--- config.mk ---
export PLATFORM = sky130hd
export DESIGN_NAME = sha256_block_compressor_unit
export DESIGN_NICKNAME = d
export VERILOG_FILES = /design/src/sv/shabc_pkg.sv /design/src/sv/shabc_sched.sv /design/src/sv/shabc_round.sv /design/src/sv/sha256_block_compressor_unit.sv
export SDC_FILE = /design/constraint.sdc
export NUM_CORES = 2
export LEC_CHECK = 0
export BUFFER_PORTS_ARGS = -buffer_cell sky130_fd_sc_hd__buf_2
export CORE_MARGIN = 3
export CORE_UTILIZATION = 51
export DETAILED_ROUTE_END_ITERATION = 8
export GPL_TIMING_DRIVEN = 0
export PLACE_DENSITY = 0.68
export SKIP_CTS_REPAIR_TIMING = 1
export SYNTH_ARGS = -nofsm -noshare
export SYNTH_HDL_FRONTEND = slang
export SYNTH_SLANG_ARGS = --single-unit
--- constraint.sdc ---
create_clock -name clock -period 40.3 [get_ports clock]
set_clock_uncertainty 0.2 [all_clocks]
set_input_delay 8.06 -clock clock [delete_from_list [all_inputs] [get_ports clock]]
set_output_delay 8.06 -clock clock [all_outputs]
set_load 0.02 [all_outputs]
--- src/sv/shabc_pkg.sv ---
// shared types, constants and functions of the sha-256 block compressor
package shabc_pkg;

   typedef logic [31:0] word_type;
   typedef logic [5:0]  round_type;
   typedef logic [3:0]  count_type;

   localparam int unsigned NUM_VARS   = 8;
   localparam int unsigned NUM_SCHED  = 16;
   localparam round_type   LAST_ROUND = 6'd63;
   localparam count_type   LAST_WORD  = 4'd15;

   // sequencer states
   typedef enum logic [2:0] {
      ST_IDLE  = 3'b001,
      ST_ROUND = 3'b010,
      ST_DONE  = 3'b100
   } state_type;

   // control from the sequencer to the schedule and round units
   typedef struct packed {
      logic      load_word;
      logic      init;
      logic      step;
      round_type round;
   } ctrl_type;

   localparam word_type INIT_HASH [NUM_VARS] = '{
      32'h6a09e667, 32'hbb67ae85, 32'h3c6ef372, 32'ha54ff53a,
      32'h510e527f, 32'h9b05688c, 32'h1f83d9ab, 32'h5be0cd19
   };

   function automatic word_type rotr(input word_type x, input int unsigned n);
      rotr = (x >> n) | (x << (32 - n));
   endfunction

   function automatic word_type big_sigma0(input word_type x);
      big_sigma0 = rotr(x, 2) ^ rotr(x, 13) ^ rotr(x, 22);
   endfunction

   function automatic word_type big_sigma1(input word_type x);
      big_sigma1 = rotr(x, 6) ^ rotr(x, 11) ^ rotr(x, 25);
   endfunction

   function automatic word_type small_sigma0(input word_type x);
      small_sigma0 = rotr(x, 7) ^ rotr(x, 18) ^ (x >> 3);
   endfunction

   function automatic word_type small_sigma1(input word_type x);
      small_sigma1 = rotr(x, 17) ^ rotr(x, 19) ^ (x >> 10);
   endfunction

   // round constant rom
   function automatic word_type round_const(input round_type idx);
      word_type k;
      case (idx)
         6'd0:  k = 32'h428a2f98;  6'd1:  k = 32'h71374491;
         6'd2:  k = 32'hb5c0fbcf;  6'd3:  k = 32'he9b5dba5;
         6'd4:  k = 32'h3956c25b;  6'd5:  k = 32'h59f111f1;
         6'd6:  k = 32'h923f82a4;  6'd7:  k = 32'hab1c5ed5;
         6'd8:  k = 32'hd807aa98;  6'd9:  k = 32'h12835b01;
         6'd10: k = 32'h243185be;  6'd11: k = 32'h550c7dc3;
         6'd12: k = 32'h72be5d74;  6'd13: k = 32'h80deb1fe;
         6'd14: k = 32'h9bdc06a7;  6'd15: k = 32'hc19bf174;
         6'd16: k = 32'he49b69c1;  6'd17: k = 32'hefbe4786;
         6'd18: k = 32'h0fc19dc6;  6'd19: k = 32'h240ca1cc;
         6'd20: k = 32'h2de92c6f;  6'd21: k = 32'h4a7484aa;
         6'd22: k = 32'h5cb0a9dc;  6'd23: k = 32'h76f988da;
         6'd24: k = 32'h983e5152;  6'd25: k = 32'ha831c66d;
         6'd26: k = 32'hb00327c8;  6'd27: k = 32'hbf597fc7;
         6'd28: k = 32'hc6e00bf3;  6'd29: k = 32'hd5a79147;
         6'd30: k = 32'h06ca6351;  6'd31: k = 32'h14292967;
         6'd32: k = 32'h27b70a85;  6'd33: k = 32'h2e1b2138;
         6'd34: k = 32'h4d2c6dfc;  6'd35: k = 32'h53380d13;
         6'd36: k = 32'h650a7354;  6'd37: k = 32'h766a0abb;
         6'd38: k = 32'h81c2c92e;  6'd39: k = 32'h92722c85;
         6'd40: k = 32'ha2bfe8a1;  6'd41: k = 32'ha81a664b;
         6'd42: k = 32'hc24b8b70;  6'd43: k = 32'hc76c51a3;
         6'd44: k = 32'hd192e819;  6'd45: k = 32'hd6990624;
         6'd46: k = 32'hf40e3585;  6'd47: k = 32'h106aa070;
         6'd48: k = 32'h19a4c116;  6'd49: k = 32'h1e376c08;
         6'd50: k = 32'h2748774c;  6'd51: k = 32'h34b0bcb5;
         6'd52: k = 32'h391c0cb3;  6'd53: k = 32'h4ed8aa4a;
         6'd54: k = 32'h5b9cca4f;  6'd55: k = 32'h682e6ff3;
         6'd56: k = 32'h748f82ee;  6'd57: k = 32'h78a5636f;
         6'd58: k = 32'h84c87814;  6'd59: k = 32'h8cc70208;
         6'd60: k = 32'h90befffa;  6'd61: k = 32'ha4506ceb;
         6'd62: k = 32'hbef9a3f7;  6'd63: k = 32'hc67178f2;
         default: k = '0;
      endcase
      round_const = k;
   endfunction

endpackage

--- src/sv/shabc_sched.sv ---
// message schedule window: shift line of sixteen words with in-place expansion
module shabc_sched (
   input  logic                clock,
   input  shabc_pkg::ctrl_type ctrl,
   input  shabc_pkg::word_type msg_word,
   output shabc_pkg::word_type wt
);
   import shabc_pkg::*;

   word_type win_ff [NUM_SCHED];
   word_type win_in [NUM_SCHED];
   word_type expand_word;

   // next schedule word from the fixed taps of the window
   assign expand_word = win_ff[0] + small_sigma0(win_ff[1]) + win_ff[9]
                      + small_sigma1(win_ff[14]);

   assign wt = win_ff[0];

   // shift in either a message word or an expanded word
   always_comb begin
      for (int i = 0; i < NUM_SCHED - 1; i++) begin
         win_in[i] = win_ff[i + 1];
      end
      win_in[NUM_SCHED - 1] = ctrl.load_word ? msg_word : expand_word;
   end

   always_ff @(posedge clock) begin
      if (ctrl.load_word || ctrl.step) begin
         win_ff <= win_in;
      end
   end

endmodule

--- src/sv/shabc_round.sv ---
// compression round unit: working variables and one round of logic reused 64 times
module shabc_round (
   input  logic                clock,
   input  shabc_pkg::ctrl_type ctrl,
   input  shabc_pkg::word_type wt,
   input  shabc_pkg::word_type chain [shabc_pkg::NUM_VARS],
   output shabc_pkg::word_type vars  [shabc_pkg::NUM_VARS]
);
   import shabc_pkg::*;

   word_type v_ff [NUM_VARS];
   word_type v_in [NUM_VARS];
   word_type t1;
   word_type t2;
   word_type ch;
   word_type maj;

   // one sha-256 round
   always_comb begin
      ch  = (v_ff[4] & v_ff[5]) ^ (~v_ff[4] & v_ff[6]);
      maj = (v_ff[0] & v_ff[1]) ^ (v_ff[0] & v_ff[2]) ^ (v_ff[1] & v_ff[2]);
      t1  = v_ff[7] + big_sigma1(v_ff[4]) + ch + round_const(ctrl.round) + wt;
      t2  = big_sigma0(v_ff[0]) + maj;
      v_in[7] = v_ff[6];
      v_in[6] = v_ff[5];
      v_in[5] = v_ff[4];
      v_in[4] = v_ff[3] + t1;
      v_in[3] = v_ff[2];
      v_in[2] = v_ff[1];
      v_in[1] = v_ff[0];
      v_in[0] = t1 + t2;
   end

   // load from the chaining value at block start, then step once per round
   always_ff @(posedge clock) begin
      if (ctrl.init) begin
         v_ff <= chain;
      end else if (ctrl.step) begin
         v_ff <= v_in;
      end
   end

   assign vars = v_ff;

endmodule

--- src/sv/sha256_block_compressor_unit.sv ---
// top level of the sha-256 block compressor: sequencer, chaining value and result register
//
// usage:
//   request channel: req_msg_word carries the next big-endian word of a padded message,
//   sixteen per 512-bit block; req_new_message marks a message's first word and reloads
//   the initial hash values (a partial block in progress is dropped).
//   response channel: after every sixteenth word one response carries the eight chaining
//   words rsp_digest_0..7; other words give no response.
// timing:
//   words 1..15 of a block are taken while req_stall is low. the sixteenth word starts 64 rounds on
//   the single shared round unit, one round per cycle, then the add cycle adds the result into
//   the chaining value, and rsp_valid rises at the end of the add cycle. req_stall is high
//   during the rounds and the add cycle.
// reset:
//   synchronous reset loads the initial hash values, clears the word count and drops
//   any pending response.
// stalls:
//   the response register holds while rsp_stall is high; words of the next block are
//   still taken, and the add cycle waits until the pending response is taken.
module sha256_block_compressor_unit (
   input  logic                clock,
   input  logic                reset,
   input  logic                req_valid,
   output logic                req_stall,
   input  shabc_pkg::word_type req_msg_word,
   input  logic                req_new_message,
   output logic                rsp_valid,
   input  logic                rsp_stall,
   output shabc_pkg::word_type rsp_digest_0,
   output shabc_pkg::word_type rsp_digest_1,
   output shabc_pkg::word_type rsp_digest_2,
   output shabc_pkg::word_type rsp_digest_3,
   output shabc_pkg::word_type rsp_digest_4,
   output shabc_pkg::word_type rsp_digest_5,
   output shabc_pkg::word_type rsp_digest_6,
   output shabc_pkg::word_type rsp_digest_7
);
   import shabc_pkg::*;

   state_type state_ff;
   state_type state_in;
   count_type count_ff;
   count_type count_in;
   round_type round_ff;
   round_type round_in;
   word_type  chain_ff [NUM_VARS];
   word_type  dig_ff   [NUM_VARS];
   word_type  vars     [NUM_VARS];
   word_type  sum      [NUM_VARS];
   word_type  wt;
   logic      rsp_valid_ff;
   logic      req_take;
   logic      blk_full;
   logic      out_free;
   logic      finish;
   ctrl_type  ctrl;

   assign req_stall = (state_ff != ST_IDLE);
   assign req_take  = req_valid && !req_stall;
   assign out_free  = !rsp_valid_ff || !rsp_stall;
   assign finish    = (state_ff == ST_DONE) && out_free;

   // word position: a new message restarts at word 0
   assign count_in = req_new_message ? count_type'(1) : count_ff + count_type'(1);
   assign blk_full = req_take && !req_new_message && (count_ff == LAST_WORD);

   // sequencer
   always_comb begin
      state_in = state_ff;
      round_in = round_ff;
      case (state_ff)
         ST_IDLE: begin
            if (blk_full) begin
               state_in = ST_ROUND;
            end
         end
         ST_ROUND: begin
            round_in = round_ff + round_type'(1);
            if (round_ff == LAST_ROUND) begin
               state_in = ST_DONE;
            end
         end
         ST_DONE: begin
            if (out_free) begin
               state_in = ST_IDLE;
            end
         end
         default: begin
            state_in = ST_IDLE;
            round_in = '0;
         end
      endcase
   end

   // control bundle to the shared units
   always_comb begin
      ctrl.load_word = req_take;
      ctrl.init      = blk_full;
      ctrl.step      = (state_ff == ST_ROUND);
      ctrl.round     = round_ff;
   end

   always_ff @(posedge clock) begin
      if (reset) begin
         state_ff     <= ST_IDLE;
         count_ff     <= '0;
         round_ff     <= '0;
         rsp_valid_ff <= 1'b0;
         chain_ff     <= INIT_HASH;
      end else begin
         state_ff <= state_in;
         round_ff <= round_in;
         if (req_take) begin
            count_ff <= count_in;
            if (req_new_message) begin
               chain_ff <= INIT_HASH;
            end
         end
         if (finish) begin
            chain_ff     <= sum;
            rsp_valid_ff <= 1'b1;
         end else if (!rsp_stall) begin
            rsp_valid_ff <= 1'b0;
         end
      end
   end

   // feed-forward add of the working variables
   always_comb begin
      for (int j = 0; j < NUM_VARS; j++) begin
         sum[j] = chain_ff[j] + vars[j];
      end
   end

   // response payload register
   always_ff @(posedge clock) begin
      if (finish) begin
         dig_ff <= sum;
      end
   end

   shabc_sched u_sched (
      .clock    (clock),
      .ctrl     (ctrl),
      .msg_word (req_msg_word),
      .wt       (wt)
   );

   shabc_round u_round (
      .clock (clock),
      .ctrl  (ctrl),
      .wt    (wt),
      .chain (chain_ff),
      .vars  (vars)
   );

   assign rsp_valid    = rsp_valid_ff;
   assign rsp_digest_0 = dig_ff[0];
   assign rsp_digest_1 = dig_ff[1];
   assign rsp_digest_2 = dig_ff[2];
   assign rsp_digest_3 = dig_ff[3];
   assign rsp_digest_4 = dig_ff[4];
   assign rsp_digest_5 = dig_ff[5];
   assign rsp_digest_6 = dig_ff[6];
   assign rsp_digest_7 = dig_ff[7];

`ifndef SYNTH
   // a full block always starts the rounds
   a_blk_starts: assert property (@(posedge clock) disable iff (reset)
      blk_full |=> (state_ff == ST_ROUND) && (round_ff == '0))
      else $error("block did not start rounds");

   // round counter rests at zero outside the rounds
   a_round_rest: assert property (@(posedge clock) disable iff (reset)
      (state_ff != ST_ROUND) |-> (round_ff == '0))
      else $error("round counter nonzero while not running");

   // a new response only follows the add cycle
   a_rsp_source: assert property (@(posedge clock) disable iff (reset)
      $rose(rsp_valid_ff) |-> $past(state_ff == ST_DONE))
      else $error("response without a finished block");

   // no word is taken while rounds run
   a_no_take: assert property (@(posedge clock) disable iff (reset)
      (state_ff == ST_ROUND) |-> !req_take)
      else $error("word taken during rounds");
`endif

endmodule

==> results.py <==
metrics = {
    "cts": {
        "tritoncts": "done",
        "cts_root_buffer": "clkbuf_16",
        "clk_latency_ns": 0.81,
        "cts_sinks": 1326,
        "clockBufferDepth": 3,
        "cts_max_level": 4,
        "clkTransAtPathRegs_ns": 0.06,
        "cts_buffers": 141,
    },
    "finish": {
        "final_area_um2": 81900,
        "drive_gt1_share_pct": 9.34,
        "synthToLayoutAreaGrowth_pct": 13.1,
        "fillers": 11934,
        "mostFrequentLayoutCell": "edfxtp_1",
        "nNetsFinal": 7717,
        "layout_common_cells": "edfxtp_1 (1024), nand2_1 (881), xnor2_1 (424)",
    },
    "power": {
        "intPower_mw": 2.85,
        "p_leak_nw": 31.9,
        "seq_power_share_pct": 38.4,
        "power.share.switching_pct": 32.7,
        "p_total_mw": 4.23,
        "combinationalPowerShare_pct": 29.5,
        "power.share.clock_pct": 32.2,
        "ir_drop_uv": 50.8,
        "p_sw_mw": 1.38,
        "powerDensity_nw_per_um2": 51.6,
    },
    "placement": {
        "dpl_worst_slack_ns": 25.54,
        "hpwl_mm": 204,
        "placed_area_um2": 77000,
        "gp_congestion": 1.02,
        "port_buffers": 294,
    },
    "global_route": {
        "antenna_found_initial": 20,
        "grt_overflow": 0,
        "track_usage_pct": 35.2,
        "grt_pass1_wl_mm": 372,
        "grt_pass1_vias": 53404,
        "grt_max_degree": 80,
    },
    "critical_path": {
        "arrival_ns": 14.91,
        "critPathLaunchType": "input pin",
        "end_kind": "flip-flop",
        "worst_path_largest_cell_delay_ns": 1.12,
        "critical_path.top_delay_family": "buffers and inverters",
        "worstSetupPathType": "input pin to flip-flop",
        "worstPathMaxFanout": 14,
        "cp.required_ns": 40.74,
        "crit_chain": "buf_2 -> clkbuf_1 -> inv_1 -> nand2_1 -> clkbuf_1 -> ha_1 -> clkbuf_1 -> buf_1 -> clkbuf_1 -> nand2_1 -> a21oi_1 -> o211ai_1 -> o31ai_1",
        "critPathSlowestCell": "clkbuf_1",
        "timing.critical_path.mode_cell": "clkbuf_1",
        "critPathBufInv": 7,
    },
    "synth": {
        "avgSynthCellArea_um2": 10.9,
        "synth_area_um2": 72400,
        "synth_cell_types": 80,
        "synth_cells": 6625,
        "syn_nets": 7247,
        "yosysWarningCount": 0,
        "synth_edf_count": 1024,
        "ys_ff_latch": 1326,
        "ys.flop_type": "edfxtp_1",
        "async_flop_share_pct": 0,
        "ys_seq_area_share_pct": 50.8,
    },
    "timing": {
        "period_minus_slack_ns": 14.48,
        "worst_slew_pin_slew_ns": 1.53,
        "fmax_mhz": 69.1,
        "final_max_slew_viol_count": 11,
        "grt_setup_unrepaired": "false",
        "fin_crit_sh_pct": 35.9,
        "slew_headroom_pct": -2.04,
        "fin_setup_tns_ns": 0,
        "finalHoldViolations": 0,
        "finalSetupViolations": 0,
        "setup_slack_ns": 25.82,
    },
    "floorplan": {
        "die_height_um": 383,
        "ioPinCount": 295,
        "initial_core_util_pct": 51.7,
        "die_x_um": 383,
        "dieArea_um2": 147000,
        "core_area_um2": 140000,
        "rows": 137,
    },
    "outcome": {
        "violations": "capacitance limit, slew limit",
        "outcome": "finished with violations",
    },
    "routing": {
        "dr.pass1.iters": 6,
        "wl_per_cell_um": 28.8,
        "vias": 55957,
        "ant_nets": 0,
        "avgViaCountPerCell": 6.15,
        "drtIter0Drc": 6505,
        "drc": 0,
        "routed_wl_mm": 262,
    },
    "flow_run": {
        "cap_viol_max_count": 2,
    },
    "min_path": {
        "hold_path_class": "flip-flop to flip-flop",
    },
}
[worst reg2reg max path: cells and delay by family, from the launching register on]
kind,cells,cell delay (ns)
compound gates,13,2.69
xor+xnor,4,1.42
fa+ha+maj,6,2.81
buf+inv,4,0.72
flops,1,0.44
simple gates,5,0.83
[power by group through the flow]
stage	Clock (mW)	Combinational, mW	Sequential (mW)
6_report	1.36	1.25	1.62
2_1_floorplan	0	0.869	1.64
4_1_cts	1.37	1.21	1.62
3_5_place_dp	0	1.20	1.65
3_3_place_gp	0	1.18	1.67
5_1_grt	1.43	1.36	1.63
[per-stage QoR]
stage / instances / utilization, % / hold slack (ns)
floorplan: 6625 / - / 0.200
global placement: 8795 / 54.4 / 0.200
detailed placement: 8827 / 54.9 / 0.205
CTS: 9088 / 58.4 / 0.213
global route: 9089 / 58.4 / 0.219
finish: 9093 / 58.4 / 0.207
[flip-flops by register name, summed over array words and instances (netlist names), 3 cells and up, named ones only]
name,cells
rsp_digest_2,32
rsp_digest_1,32
rsp_digest_4,32
u_round.vars,256
round_ff,6
rsp_digest_0,32
rsp_digest_6,32
state_ff,3
rsp_digest_3,32
u_sched.wt,32
rsp_digest_5,32
count_ff,4
u_sched.win_ff,480
rsp_digest_7,32
chain_ff,256
[Yosys cell counts (12+ instances only)]
master / instances / area, um^2
edfxtp_1: 1024 / 30700
nand2_1: 881 / 3310
xnor2_1: 424 / 3710
a21oi_1: 409 / 2050
nor2_1: 409 / 1540
ha_1: 390 / 4880
inv_1: 348 / 1310
o21ai_0: 306 / 1530
dfxtp_1: 302 / 6050
clkbuf_1: 238 / 893
fa_1: 195 / 3900
xor2_1: 164 / 1440
a21o_1: 163 / 1220
nand2b_1: 130 / 813
o22ai_1: 103 / 644
nor3_1: 82 / 410
a22oi_1: 79 / 593
a211oi_1: 77 / 578
nand3_1: 70 / 350
o21a_1: 70 / 526
a31oi_1: 66 / 413
nor2b_1: 47 / 294
buf_2: 44 / 220
o22a_1: 43 / 377
a22o_1: 41 / 359
o211ai_1: 40 / 300
o21bai_1: 34 / 255
and3_1: 32 / 200
mux2_2: 30 / 338
o31ai_1: 30 / 225
nand4_1: 23 / 144
maj3_1: 22 / 220
a211o_1: 17 / 149
and2_1: 16 / 100
buf_1: 16 / 60.1
or3_1: 16 / 100
a21boi_0: 14 / 105
o221ai_1: 14 / 123
or2_2: 14 / 87.6
a2111oi_0: 13 / 114
a311oi_1: 13 / 114
mux2i_1: 13 / 130
o311ai_0: 13 / 114
a221oi_1: 12 / 105
[per-layer routing]
layer	up-vias	wire, um	GRT usage, %
met3	611	27900	8.24
met1	27585	107000	48.8
met5	-	16	0
li1	24745	-	-
met4	2	14200	16.7
met2	3014	113000	52.4
[final timing paths]
kind	startpoint	endpoint	slack [ns]	depth (start not counted)
max	reset	flip-flop	25.82	13
min	u_sched.win_ff[365]	u_sched.win_ff[397]	0.21	0
max reg2reg	u_round.vars[109]	u_round.vars[250]	30.89	32
min reg2reg	u_sched.win_ff[365]	u_sched.win_ff[397]	0.21	0
[cell type report]
class	count	area [um^2]	share of cell area, %
clock buffers	169	3790	4.62
plain buffers	298	1180	1.44
diodes	4	10.0	0.0122
well taps	1876	2350	2.87
clock inverters	92	1090	1.33
repair buffers	327	2190	2.67
inverters	350	1310	1.60
flip-flops and latches	1326	36800	44.9
multi-input cells	4651	33200	40.5
[logic make-up (layout without fill, tap and decap cells)]
kind of cell / after synthesis / in the layout / synth area share, %
AND/OR/NAND/NOR: 1765 / 1765 / 10.6
AO/OA/AOI/OAI: 1647 / 1647 / 14.9
flip-flops: 1326 / 1326 / 50.8
buffers and inverters: 648 / 1236 / 3.43
adder cells (fa/ha/maj): 607 / 607 / 12.4
XOR/XNOR: 589 / 589 / 7.14
multiplexers: 43 / 43 / 0.646
other: 0 / 4 / 0
Note: power is estimated with default switching activity, not from simulation.
